### config.mk
export PLATFORM = sky130hd
export DESIGN_NAME = agent_registration_fsm_flat
export DESIGN_NICKNAME = d
export VERILOG_FILES = /design/src/rtl/arf_pkg.sv /design/src/rtl/arf_if.sv /design/src/rtl/arf_core.sv /design/src/rtl/agent_registration_fsm.sv /design/src/flat_wrapper.sv
export SDC_FILE = /design/constraint.sdc
export NUM_CORES = 2
export LEC_CHECK = 0
export BUFFER_PORTS_ARGS = -buffer_cell sky130_fd_sc_hd__clkbuf_2
export CAP_MARGIN = 5
export CORE_MARGIN = 4
export CORE_UTILIZATION = 50
export CTS_BUF_LIST = sky130_fd_sc_hd__clkbuf_4 sky130_fd_sc_hd__clkbuf_8
export CTS_CLUSTER_DIAMETER = 50
export CTS_CLUSTER_SIZE = 28
export DETAILED_ROUTE_END_ITERATION = 8
export GPL_TIMING_DRIVEN = 0
export PLACE_DENSITY = 0.74
export SETUP_SLACK_MARGIN = 0.5
export SLEW_MARGIN = 20
export SYNTH_ARGS = -nofsm -noshare
export SYNTH_HDL_FRONTEND = slang
export SYNTH_SLANG_ARGS = --single-unit
### constraint.sdc
create_clock -name clk -period 9.3 [get_ports clk]
set_input_delay 0 -clock clk [delete_from_list [all_inputs] [get_ports clk]]
set_output_delay 0 -clock clk [all_outputs]
set_load 0.02 [all_outputs]
### src/rtl/arf_pkg.sv
// Shared types, codes and helpers for the agent registration block.
// Used by arf_if.sv, arf_core.sv and agent_registration_fsm.sv.
package arf_pkg;

  localparam int ADDR_W = 64;
  localparam int PORT_W = 16;
  localparam int XID_W  = 16;
  localparam int TIME_W = 16;
  localparam int CMD_W  = 3;
  localparam int SEND_W = 2;
  localparam int TMR_W  = 2;
  localparam int STATE_W = 2;
  localparam int CFG_IDX_W = 2;
  localparam int CFG_DATA_W = 16;

  localparam logic [CMD_W-1:0] CMD_AA      = 3'd0;
  localparam logic [CMD_W-1:0] CMD_DA      = 3'd1;
  localparam logic [CMD_W-1:0] CMD_ACK     = 3'd2;
  localparam logic [CMD_W-1:0] CMD_MOVE    = 3'd3;
  localparam logic [CMD_W-1:0] CMD_EXPIRE  = 3'd4;
  localparam logic [CMD_W-1:0] CMD_RELEASE = 3'd5;

  localparam logic [SEND_W-1:0] SEND_NONE  = 2'd0;
  localparam logic [SEND_W-1:0] SEND_REG   = 2'd1;
  localparam logic [SEND_W-1:0] SEND_DEREG = 2'd2;

  localparam logic [TMR_W-1:0] TMR_LEAVE = 2'd0;
  localparam logic [TMR_W-1:0] TMR_START = 2'd1;
  localparam logic [TMR_W-1:0] TMR_STOP  = 2'd2;

  localparam logic [CFG_IDX_W-1:0] CFG_RETRY_INTERVAL = 2'd0;
  localparam logic [CFG_IDX_W-1:0] CFG_RETRY_LIMIT    = 2'd1;
  localparam logic [CFG_IDX_W-1:0] CFG_LIFETIME       = 2'd2;
  localparam logic [CFG_IDX_W-1:0] CFG_AGENT_IS_AA    = 2'd3;

  localparam logic [STATE_W-1:0] CODE_IDLE   = 2'd0;
  localparam logic [STATE_W-1:0] CODE_WREG   = 2'd1;
  localparam logic [STATE_W-1:0] CODE_DONE   = 2'd2;
  localparam logic [STATE_W-1:0] CODE_WUNREG = 2'd3;

  typedef enum logic [3:0] {
    PH_IDLE   = 4'b0001,
    PH_WREG   = 4'b0010,
    PH_DONE   = 4'b0100,
    PH_WUNREG = 4'b1000
  } phase_t;

  typedef struct packed {
    logic [TIME_W-1:0] retry_interval;
    logic [TIME_W-1:0] retry_limit;
    logic [TIME_W-1:0] lifetime;
    logic              agent_is_aa;
  } arf_cfg_t;

  typedef struct packed {
    phase_t            phase;
    logic [ADDR_W-1:0] agent_high;
    logic [ADDR_W-1:0] agent_low;
    logic [PORT_W-1:0] agent_port;
    logic [ADDR_W-1:0] next_high;
    logic [ADDR_W-1:0] next_low;
    logic [PORT_W-1:0] next_port;
    logic              next_waiting;
    logic [XID_W-1:0]  current_xid;
    logic [TIME_W-1:0] elapsed_retry;
    logic              release_pending;
    logic              timer_uses_retry;
  } arf_state_t;

  typedef struct packed {
    logic [CMD_W-1:0]  command;
    logic [ADDR_W-1:0] addr_high;
    logic [ADDR_W-1:0] addr_low;
    logic [PORT_W-1:0] addr_port;
    logic [XID_W-1:0]  ack_xid;
    logic [XID_W-1:0]  fresh_xid;
  } arf_event_t;

  typedef struct packed {
    logic [SEND_W-1:0]  send_kind;
    logic [ADDR_W-1:0]  dest_high;
    logic [ADDR_W-1:0]  dest_low;
    logic [PORT_W-1:0]  dest_port;
    logic [XID_W-1:0]   send_xid;
    logic [TMR_W-1:0]   timer_action;
    logic [TIME_W-1:0]  timer_interval;
    logic               release_notice;
    logic [STATE_W-1:0] conn_state;
  } arf_result_t;

  localparam arf_cfg_t CFG_RESET = '{
    retry_interval: 16'd2,
    retry_limit:    16'd15,
    lifetime:       16'd4,
    agent_is_aa:    1'b0
  };

  localparam arf_state_t ST_RESET = '{
    phase:            PH_IDLE,
    agent_high:       '0,
    agent_low:        '0,
    agent_port:       '0,
    next_high:        '0,
    next_low:         '0,
    next_port:        '0,
    next_waiting:     1'b0,
    current_xid:      '0,
    elapsed_retry:    '0,
    release_pending:  1'b0,
    timer_uses_retry: 1'b0
  };

  function automatic logic [STATE_W-1:0] phase_code(input phase_t ph);
    logic [STATE_W-1:0] c;
    case (ph)
      PH_IDLE: c = CODE_IDLE;
      PH_WREG: c = CODE_WREG;
      PH_DONE: c = CODE_DONE;
      default: c = CODE_WUNREG;
    endcase
    return c;
  endfunction

  // max(1, floor(lifetime * 3 / 4))
  function automatic logic [TIME_W-1:0] resend_interval(input logic [TIME_W-1:0] lt);
    logic [TIME_W+1:0] m;
    logic [TIME_W-1:0] v;
    m = {2'b00, lt} + {1'b0, lt, 1'b0};
    v = m[TIME_W+1:2];
    return (v == '0) ? TIME_W'(1) : v;
  endfunction

endpackage

### src/rtl/arf_if.sv
// Valid/ready channel interfaces for the event and result transactions.
// Depends on arf_pkg for field widths.
interface arf_in_if;
  logic                      valid;
  logic                      ready;
  logic [arf_pkg::CMD_W-1:0]  command;
  logic [arf_pkg::ADDR_W-1:0] addr_high;
  logic [arf_pkg::ADDR_W-1:0] addr_low;
  logic [arf_pkg::PORT_W-1:0] addr_port;
  logic [arf_pkg::XID_W-1:0]  ack_xid;
  logic [arf_pkg::XID_W-1:0]  fresh_xid;

  modport source (output valid, command, addr_high, addr_low, addr_port, ack_xid, fresh_xid,
                  input ready);
  modport sink (input valid, command, addr_high, addr_low, addr_port, ack_xid, fresh_xid,
                output ready);
endinterface

interface arf_out_if;
  logic                        valid;
  logic                        ready;
  logic [arf_pkg::SEND_W-1:0]  send_kind;
  logic [arf_pkg::ADDR_W-1:0]  dest_high;
  logic [arf_pkg::ADDR_W-1:0]  dest_low;
  logic [arf_pkg::PORT_W-1:0]  dest_port;
  logic [arf_pkg::XID_W-1:0]   send_xid;
  logic [arf_pkg::TMR_W-1:0]   timer_action;
  logic [arf_pkg::TIME_W-1:0]  timer_interval;
  logic                        release_notice;
  logic [arf_pkg::STATE_W-1:0] conn_state;

  modport source (output valid, send_kind, dest_high, dest_low, dest_port, send_xid,
                  timer_action, timer_interval, release_notice, conn_state,
                  input ready);
  modport sink (input valid, send_kind, dest_high, dest_low, dest_port, send_xid,
                timer_action, timer_interval, release_notice, conn_state,
                output ready);
endinterface

### src/rtl/arf_core.sv
// Next-state and result decision for one event transaction.
// Depends on arf_pkg for state, event, result and configuration types.
module arf_core (
  input  arf_pkg::arf_cfg_t    cfg,
  input  arf_pkg::arf_state_t  st,
  input  arf_pkg::arf_event_t  ev,
  output arf_pkg::arf_state_t  st_nxt,
  output arf_pkg::arf_result_t res
);
  import arf_pkg::*;

  logic              same_agent;
  logic              wrong_kind;
  logic              xid_hit;
  logic [TIME_W:0]   elapsed_sum;
  logic [TIME_W-1:0] elapsed_sat;
  logic              over_limit;

  assign same_agent = (ev.addr_high == st.agent_high) && (ev.addr_low == st.agent_low) &&
                      (ev.addr_port == st.agent_port);
  assign wrong_kind = (cfg.agent_is_aa && (ev.command == CMD_DA)) ||
                      (!cfg.agent_is_aa && (ev.command == CMD_AA));
  assign xid_hit     = (ev.ack_xid == st.current_xid);
  assign elapsed_sum = {1'b0, st.elapsed_retry} + {1'b0, cfg.retry_interval};
  assign elapsed_sat = elapsed_sum[TIME_W] ? '1 : elapsed_sum[TIME_W-1:0];
  assign over_limit  = (elapsed_sat > cfg.retry_limit);

  always_comb begin
    st_nxt = st;
    res = '0;
    res.send_kind = SEND_NONE;
    res.timer_action = TMR_LEAVE;

    case (ev.command)
      CMD_AA, CMD_DA: begin
        if (st.phase == PH_IDLE) begin
          st_nxt.agent_high = ev.addr_high;
          st_nxt.agent_low = ev.addr_low;
          st_nxt.agent_port = ev.addr_port;
          st_nxt.current_xid = ev.fresh_xid;
          st_nxt.elapsed_retry = '0;
          st_nxt.phase = PH_WREG;
          st_nxt.timer_uses_retry = 1'b1;
          res.send_kind = SEND_REG;
          res.timer_action = TMR_START;
        end else if (!wrong_kind && !same_agent) begin
          st_nxt.next_high = ev.addr_high;
          st_nxt.next_low = ev.addr_low;
          st_nxt.next_port = ev.addr_port;
          st_nxt.next_waiting = 1'b1;
          if (st.phase != PH_WUNREG) begin
            st_nxt.elapsed_retry = '0;
            st_nxt.current_xid = ev.fresh_xid;
            st_nxt.phase = PH_WUNREG;
            st_nxt.timer_uses_retry = 1'b1;
            res.send_kind = SEND_DEREG;
            res.timer_action = TMR_START;
          end
        end
      end
      CMD_ACK: begin
        if ((st.phase == PH_WREG) || (st.phase == PH_WUNREG)) begin
          if (!xid_hit) begin
            res.timer_action = TMR_START;
          end else if (same_agent) begin
            res.timer_action = TMR_START;
            if (st.phase == PH_WREG) begin
              st_nxt.current_xid = '0;
              st_nxt.phase = PH_DONE;
              st_nxt.timer_uses_retry = 1'b0;
            end else if (st.release_pending) begin
              st_nxt.current_xid = '0;
              st_nxt.release_pending = 1'b0;
              st_nxt.next_high = '0;
              st_nxt.next_low = '0;
              st_nxt.next_port = '0;
              st_nxt.next_waiting = 1'b0;
              st_nxt.elapsed_retry = '0;
              st_nxt.phase = PH_IDLE;
              st_nxt.timer_uses_retry = 1'b0;
              res.release_notice = 1'b1;
              res.timer_action = TMR_LEAVE;
            end else if (st.next_waiting) begin
              st_nxt.elapsed_retry = '0;
              st_nxt.agent_high = st.next_high;
              st_nxt.agent_low = st.next_low;
              st_nxt.agent_port = st.next_port;
              st_nxt.next_high = '0;
              st_nxt.next_low = '0;
              st_nxt.next_port = '0;
              st_nxt.next_waiting = 1'b0;
              st_nxt.current_xid = ev.fresh_xid;
              st_nxt.phase = PH_WREG;
              st_nxt.timer_uses_retry = 1'b1;
              res.send_kind = SEND_REG;
            end else begin
              st_nxt.current_xid = '0;
              st_nxt.phase = PH_IDLE;
              st_nxt.timer_uses_retry = 1'b0;
            end
          end
        end
      end
      CMD_MOVE: begin
        if ((st.phase == PH_WREG) || (st.phase == PH_DONE)) begin
          st_nxt.current_xid = ev.fresh_xid;
          st_nxt.phase = PH_WUNREG;
          st_nxt.timer_uses_retry = 1'b1;
          res.send_kind = SEND_DEREG;
          res.timer_action = TMR_START;
        end
      end
      CMD_EXPIRE: begin
        if (st.phase == PH_DONE) begin
          st_nxt.current_xid = ev.fresh_xid;
          st_nxt.elapsed_retry = '0;
          st_nxt.phase = PH_WREG;
          st_nxt.timer_uses_retry = 1'b1;
          res.send_kind = SEND_REG;
          res.timer_action = TMR_START;
        end else if (st.phase != PH_IDLE) begin
          st_nxt.elapsed_retry = elapsed_sat;
          if (!over_limit) begin
            res.send_kind = (st.phase == PH_WREG) ? SEND_REG : SEND_DEREG;
            res.timer_action = TMR_START;
          end else begin
            st_nxt.elapsed_retry = '0;
            st_nxt.current_xid = '0;
            if (st.release_pending) begin
              st_nxt.release_pending = 1'b0;
              st_nxt.next_high = '0;
              st_nxt.next_low = '0;
              st_nxt.next_port = '0;
              st_nxt.next_waiting = 1'b0;
              st_nxt.phase = PH_IDLE;
              st_nxt.timer_uses_retry = 1'b0;
              res.release_notice = 1'b1;
            end else if ((st.phase == PH_WUNREG) && st.next_waiting) begin
              st_nxt.agent_high = st.next_high;
              st_nxt.agent_low = st.next_low;
              st_nxt.agent_port = st.next_port;
              st_nxt.next_high = '0;
              st_nxt.next_low = '0;
              st_nxt.next_port = '0;
              st_nxt.next_waiting = 1'b0;
              st_nxt.current_xid = ev.fresh_xid;
              st_nxt.phase = PH_WREG;
              res.send_kind = SEND_REG;
              res.timer_action = TMR_START;
            end else begin
              st_nxt.timer_uses_retry = 1'b0;
              st_nxt.phase = PH_IDLE;
              res.timer_action = TMR_STOP;
            end
          end
        end
      end
      CMD_RELEASE: begin
        if (st.phase == PH_IDLE) begin
          st_nxt.current_xid = '0;
          res.release_notice = 1'b1;
        end else if (st.phase == PH_WREG) begin
          st_nxt.release_pending = 1'b1;
        end else begin
          st_nxt.current_xid = ev.fresh_xid;
          st_nxt.phase = PH_WUNREG;
          st_nxt.timer_uses_retry = 1'b1;
          st_nxt.release_pending = 1'b1;
          res.send_kind = SEND_DEREG;
          res.timer_action = TMR_START;
        end
      end
      default: begin
      end
    endcase

    if (res.send_kind != SEND_NONE) begin
      res.dest_high = st_nxt.agent_high;
      res.dest_low = st_nxt.agent_low;
      res.dest_port = st_nxt.agent_port;
      res.send_xid = st_nxt.current_xid;
    end
    res.timer_interval = st_nxt.timer_uses_retry ? cfg.retry_interval
                                                 : resend_interval(cfg.lifetime);
    res.conn_state = phase_code(st_nxt.phase);
  end

endmodule

### src/rtl/agent_registration_fsm.sv
// Agent registration connection: top level with state, configuration and result registers.
// Depends on arf_pkg, arf_if.sv and arf_core.sv.
//
// Takes one event transaction per clock and returns exactly one result transaction for it
// from a registered output stage. The decision is a single pass of arf_core over the state
// registers, so a new event is taken in every cycle as long as the result register is empty
// or is being drained in the same cycle. Configuration writes land on the next edge and are
// used by the following events.
module agent_registration_fsm (
  input  logic                            clk,
  input  logic                            rst_n,
  arf_in_if.sink                          in_chan,
  arf_out_if.source                       out_chan,
  input  logic                            cfg_we,
  input  logic [arf_pkg::CFG_IDX_W-1:0]   cfg_index,
  input  logic [arf_pkg::CFG_DATA_W-1:0]  cfg_wdata
);
  import arf_pkg::*;

  arf_cfg_t    cfg_r;
  arf_state_t  st_r;
  arf_state_t  st_nxt;
  arf_event_t  ev;
  arf_result_t res_nxt;
  arf_result_t res_r;
  logic        out_valid_r;
  logic        in_fire;

  assign in_chan.ready = !out_valid_r || out_chan.ready;
  assign in_fire = in_chan.valid && in_chan.ready;

  assign ev.command   = in_chan.command;
  assign ev.addr_high = in_chan.addr_high;
  assign ev.addr_low  = in_chan.addr_low;
  assign ev.addr_port = in_chan.addr_port;
  assign ev.ack_xid   = in_chan.ack_xid;
  assign ev.fresh_xid = in_chan.fresh_xid;

  arf_core u_core (
    .cfg    (cfg_r),
    .st     (st_r),
    .ev     (ev),
    .st_nxt (st_nxt),
    .res    (res_nxt)
  );

  always_ff @(posedge clk) begin
    if (!rst_n) begin
      cfg_r <= CFG_RESET;
    end else if (cfg_we) begin
      case (cfg_index)
        CFG_RETRY_INTERVAL: cfg_r.retry_interval <= cfg_wdata[TIME_W-1:0];
        CFG_RETRY_LIMIT:    cfg_r.retry_limit <= cfg_wdata[TIME_W-1:0];
        CFG_LIFETIME:       cfg_r.lifetime <= cfg_wdata[TIME_W-1:0];
        CFG_AGENT_IS_AA:    cfg_r.agent_is_aa <= cfg_wdata[0];
        default: begin
        end
      endcase
    end
  end

  always_ff @(posedge clk) begin
    if (!rst_n) begin
      st_r <= ST_RESET;
      out_valid_r <= 1'b0;
    end else begin
      if (in_fire) begin
        st_r <= st_nxt;
        out_valid_r <= 1'b1;
      end else if (out_chan.ready) begin
        out_valid_r <= 1'b0;
      end
    end
  end

  always_ff @(posedge clk) begin
    if (in_fire) begin
      res_r <= res_nxt;
    end
  end

  assign out_chan.valid          = out_valid_r;
  assign out_chan.send_kind      = res_r.send_kind;
  assign out_chan.dest_high      = res_r.dest_high;
  assign out_chan.dest_low       = res_r.dest_low;
  assign out_chan.dest_port      = res_r.dest_port;
  assign out_chan.send_xid       = res_r.send_xid;
  assign out_chan.timer_action   = res_r.timer_action;
  assign out_chan.timer_interval = res_r.timer_interval;
  assign out_chan.release_notice = res_r.release_notice;
  assign out_chan.conn_state     = res_r.conn_state;

  a_fire_gives_result: assert property (@(posedge clk) disable iff (!rst_n)
    in_fire |=> out_valid_r)
    else $error("accepted transaction produced no result");

  a_send_starts_timer: assert property (@(posedge clk) disable iff (!rst_n)
    (out_valid_r && (res_r.send_kind != SEND_NONE)) |-> (res_r.timer_action == TMR_START))
    else $error("send without timer start");

  a_release_goes_idle: assert property (@(posedge clk) disable iff (!rst_n)
    (out_valid_r && res_r.release_notice) |-> (res_r.conn_state == CODE_IDLE))
    else $error("release notice outside idle");

  a_registered_quiet: assert property (@(posedge clk) disable iff (!rst_n)
    (out_valid_r && (res_r.conn_state == CODE_DONE)) |-> (res_r.send_kind == SEND_NONE))
    else $error("send while entering registered state");

  a_state_matches: assert property (@(posedge clk) disable iff (!rst_n)
    out_valid_r |-> (res_r.conn_state == phase_code(st_r.phase)))
    else $error("result state differs from held state");

endmodule
### src/flat_wrapper.sv
// flat-port wrapper written by rule: the top's interface ports become plain ports
module agent_registration_fsm_flat import arf_pkg::*;
  (clk, rst_n, cfg_we, cfg_index, cfg_wdata, in_chan_valid, in_chan_command, in_chan_addr_high, in_chan_addr_low, in_chan_addr_port, in_chan_ack_xid, in_chan_fresh_xid, in_chan_ready, out_chan_valid, out_chan_send_kind, out_chan_dest_high, out_chan_dest_low, out_chan_dest_port, out_chan_send_xid, out_chan_timer_action, out_chan_timer_interval, out_chan_release_notice, out_chan_conn_state, out_chan_ready);
  arf_in_if in_chan_i ();
  arf_out_if out_chan_i ();
  input  logic clk;
  input  logic rst_n;
  input  logic cfg_we;
  input  logic [arf_pkg::CFG_IDX_W-1:0] cfg_index;
  input  logic [arf_pkg::CFG_DATA_W-1:0] cfg_wdata;
  input wire logic [$bits(in_chan_i.valid)-1:0] in_chan_valid;
  input wire logic [$bits(in_chan_i.command)-1:0] in_chan_command;
  input wire logic [$bits(in_chan_i.addr_high)-1:0] in_chan_addr_high;
  input wire logic [$bits(in_chan_i.addr_low)-1:0] in_chan_addr_low;
  input wire logic [$bits(in_chan_i.addr_port)-1:0] in_chan_addr_port;
  input wire logic [$bits(in_chan_i.ack_xid)-1:0] in_chan_ack_xid;
  input wire logic [$bits(in_chan_i.fresh_xid)-1:0] in_chan_fresh_xid;
  output wire logic [$bits(in_chan_i.ready)-1:0] in_chan_ready;
  output wire logic [$bits(out_chan_i.valid)-1:0] out_chan_valid;
  output wire logic [$bits(out_chan_i.send_kind)-1:0] out_chan_send_kind;
  output wire logic [$bits(out_chan_i.dest_high)-1:0] out_chan_dest_high;
  output wire logic [$bits(out_chan_i.dest_low)-1:0] out_chan_dest_low;
  output wire logic [$bits(out_chan_i.dest_port)-1:0] out_chan_dest_port;
  output wire logic [$bits(out_chan_i.send_xid)-1:0] out_chan_send_xid;
  output wire logic [$bits(out_chan_i.timer_action)-1:0] out_chan_timer_action;
  output wire logic [$bits(out_chan_i.timer_interval)-1:0] out_chan_timer_interval;
  output wire logic [$bits(out_chan_i.release_notice)-1:0] out_chan_release_notice;
  output wire logic [$bits(out_chan_i.conn_state)-1:0] out_chan_conn_state;
  input wire logic [$bits(out_chan_i.ready)-1:0] out_chan_ready;
  assign in_chan_i.valid = in_chan_valid;
  assign in_chan_i.command = in_chan_command;
  assign in_chan_i.addr_high = in_chan_addr_high;
  assign in_chan_i.addr_low = in_chan_addr_low;
  assign in_chan_i.addr_port = in_chan_addr_port;
  assign in_chan_i.ack_xid = in_chan_ack_xid;
  assign in_chan_i.fresh_xid = in_chan_fresh_xid;
  assign in_chan_ready = in_chan_i.ready;
  assign out_chan_valid = out_chan_i.valid;
  assign out_chan_send_kind = out_chan_i.send_kind;
  assign out_chan_dest_high = out_chan_i.dest_high;
  assign out_chan_dest_low = out_chan_i.dest_low;
  assign out_chan_dest_port = out_chan_i.dest_port;
  assign out_chan_send_xid = out_chan_i.send_xid;
  assign out_chan_timer_action = out_chan_i.timer_action;
  assign out_chan_timer_interval = out_chan_i.timer_interval;
  assign out_chan_release_notice = out_chan_i.release_notice;
  assign out_chan_conn_state = out_chan_i.conn_state;
  assign out_chan_i.ready = out_chan_ready;
  agent_registration_fsm u_core (.clk(clk), .rst_n(rst_n), .in_chan(in_chan_i), .out_chan(out_chan_i), .cfg_we(cfg_we), .cfg_index(cfg_index), .cfg_wdata(cfg_wdata));
endmodule
==> results_dict.tcl <==
set metrics [dict create \
    status "complete, no violations" \
    slew_headroom 0.199 \
    worstMarginPinSlew_ps 1190 \
    cts_buffers 56 \
    cp_slowest_stage_delay_ps 690 \
    ioPinCount 387 \
    worstHoldStart "in_chan_fresh_xid[14]" \
    place.gp.congestion 0.956 \
    final_common_cell "nand2_1" \
    power_mw 5.43 \
    slew_viol_final 0 \
    clk_pin_slew_ps 110 \
    fmaxAchievable_mhz 121 \
    hold_depth 3 \
    htree_levels 2 \
    grt_max_degree 57 \
    syn-num-nets 2989 \
    p_per_area_nw_per_um2 165 \
    syn_avg_cell_area_um2 9.70 \
    r2r_end "u_core.out_chan.dest_port[12]$_SDFFCE_PN0P_" \
    r2r.worst_path.cells 25 \
    drt_pass1_iterations 6 \
    cts.sinks 560 \
    worst_setup_path_end_kind "flop" \
    root_buffer "clkbuf_8" \
    postRouteAntennaNets 0 \
    start_util 0.505 \
    ff2ff_setup_slack_ps 1070 \
    drt_iter0_drc 2860 \
    overflow 0 \
    finalSetupTns_ps 0 \
    die_w_um 238 \
    cp-start-kind "flop" \
    timing.hold.ws_ps 49.8 \
    cap_violations 0 \
    ir_drop_mv 0.126 \
    rows 84 \
    synth_flop_cell "dfxtp_1" \
    drcViolationCount 0 \
    yosysWarnings 0 \
    cp.arrival_ps 8670 \
    first_global_vias 24179 \
    die-area_um2 56900 \
    cp_slowest_cell "clkbuf_1" \
    synth_edf_count 183 \
    cts_buffer_depth 3 \
    crit_family "compound AO/OA/AOI/OAI gates" \
    final_nets 3630 \
    dieHeight_um 238 \
    worstSkewPairLatency_ps 760 \
    ys_types 73 \
    skew_ps 54.4 \
    hold-path-endpoint "u_core.st_r[32]$_SDFFE_PN0P_" \
    antenna_found_initial 8 \
    hold_viol_final 0 \
    grt_pass1_wl_um 145000 \
    yosysSeqAreaShare 0.491 \
    holdCritPathClass "input pin to flop" \
    rr_startpoint "u_core.cfg_r[33]$_SDFFE_PN0P_" \
    cpMostUsedCell "clkbuf_1" \
    fin_crit_sh 0.885 \
    utilization 0.625 \
    hpwl_um 73200 \
    vias 25036 \
    drive_gt1_frac 0.162 \
    crit_fanout 10 \
    synth_area_um2 26600 \
    leakagePower_nw 11.9 \
    crit_required_ps 9740 \
    core_um2 52600 \
    grt_usage 0.329 \
    portBuffers 385 \
    layout_common_cells "587 x nand2_1, 385 x clkbuf_2, 377 x dfxtp_1" \
    crit_type "flop to flop" \
    rsz0062_at_grt "false" \
    async_flop_share 0 \
    synthCells 2737 \
    totalWireLength_um 98300 \
    setup_violations 0 \
    via_per_inst 6.08 \
    synth-seq-cells 560 \
    crit_buf_inv 5 \
    cts_tree "built" \
    area_growth_pct 23.6 \
    period_minus_slack_ps 8230 \
    wl_per_cell_um 23.8 \
]
Yosys cell counts (9+ instances only):
cell       count  area [um^2]
a32o_1        16          160
xor2_1        12          105
nand2b_1      13         81.3
nor2_1        63          236
nor3_1        14         70.1
a22oi_1       89          668
a211oi_1       9         67.6
a21o_1        11         82.6
buf_2         21          105
ha_1          48          601
nor4_1        14         87.6
xnor2_1      173         1520
a22o_1        73          639
inv_1         36          135
o2bb2ai_1    124         1090
mux2i_1      148         1480
or4_1          9         67.6
nand2_1      587         2200
clkbuf_1     143          537
a21oi_1      232         1160
nand4_1       46          288
nand3_1       23          115
edfxtp_1     183         5500
dfxtp_1      377         7550
mux2_1        15          169
o21ai_0       70          350
buf_1         11         41.3
a21boi_0      69          518
buf_4         10         75.1
through the flow:
| stage | cell area (um^2) | setup WS [ps] | cells |
|---|---|---|---|
| 6_report | 32800 | 1070 | 4121 |
| 5_1_grt | 32800 | 749 | 4120 |
| 4_1_cts | 32800 | 875 | 4114 |
| 3_5_place_dp | 29500 | 867 | 3814 |
| 3_3_place_gp | 29300 | 43.8 | 3810 |
| 2_1_floorplan | 26600 | 2580 | 2737 |
worst reg2reg max path: cells and delay by family, from the launching register on:
kind / cells / cell delay [ps]
adder cells (fa/ha/maj): 3 / 990
AO/OA/AOI/OAI: 12 / 3370
buffers and inverters: 5 / 2310
AND/OR/NAND/NOR: 5 / 920
flip-flops: 1 / 370
cells by family (layout without fill, tap and decap cells):
kind of cell	count (synthesis)	in the layout	synth area share
flip-flops	560	560	0.491
AO/OA/AOI/OAI	753	753	0.198
buffers and inverters	229	918	0.0368
other	0	7	0
multiplexers	163	163	0.0621
XOR/XNOR	185	185	0.0610
AND/OR/NAND/NOR	797	797	0.127
adder cells (fa/ha/maj)	50	50	0.0241
worst max-delay path by stage:
| stage | from | depth (start not counted) | slack [ps] | endpoint |
|---|---|---|---|---|
| 3_5_place_dp | u_core.cfg_r[33]$_SDFFE_PN0P_ | 25 | 870 | u_core.out_chan.dest_port[12]$_SDFFCE_PN0P_ |
| 4_1_cts | u_core.cfg_r[33]$_SDFFE_PN0P_ | 25 | 880 | u_core.out_chan.dest_port[12]$_SDFFCE_PN0P_ |
| 6_report | u_core.cfg_r[33]$_SDFFE_PN0P_ | 25 | 1070 | u_core.out_chan.dest_port[12]$_SDFFCE_PN0P_ |
| 2_1_floorplan | u_core.out_chan.valid$_SDFFE_PN0P_ | 6 | 2580 | u_core.st_r[0]$_SDFFE_PN0P_ |
| 5_1_grt | u_core.cfg_r[33]$_SDFFE_PN0P_ | 25 | 750 | u_core.out_chan.dest_port[12]$_SDFFCE_PN0P_ |
| 3_3_place_gp | u_core.out_chan.valid$_SDFFE_PN0P_ | 6 | 40 | u_core.st_r[0]$_SDFFE_PN0P_ |
repair_timing:
item	4_1_cts	5_1_grt
endpoints found under the hold margin	513	0
buffers inserted	0	0
gates resized for setup	0	1
endpoints found under the setup margin	0	4
hold buffers	194	0
layout make-up:
cell class / count / area [um^2]
Antenna cell: 7 / 17.5
Buffer: 192 / 841
Clock buffer: 56 / 771
Clock inverter: 50 / 628
Fill cell: 4298 / 19700
Inverter: 37 / 139
Multi-Input combinational cell: 1948 / 12600
Sequential cell: 560 / 13000
Tap cell: 688 / 861
Timing Repair Buffer: 583 / 3960
metal layers:
metal  vias up  track usage  wire (um)
met5         -            0          7
met4         2        0.158       5500
met3       261       0.0643       9050
met2      1439        0.519      44600
met1     12174        0.437      39200
li1      11160            -          -
registers in the layout, indices dropped and copies added (netlist names), 16 cells and up:
signal / count
u_core.st_r: 327
u_core.cfg_r: 49
u_core.out_chan.dest_high: 64
u_core.out_chan.timer_interval: 16
u_core.out_chan.send_xid: 16
u_core.out_chan.dest_port: 16
u_core.out_chan.dest_low: 64
report_power, final:
part,total (mW),leakage (nW),switching [mW],internal [mW]
registers,2.67,4.91,0.0519,2.61
logic,0.883,6.24,0.585,0.298
clock network,1.88,0.701,1.16,0.719
Note: power is estimated with default switching activity, not from simulation.
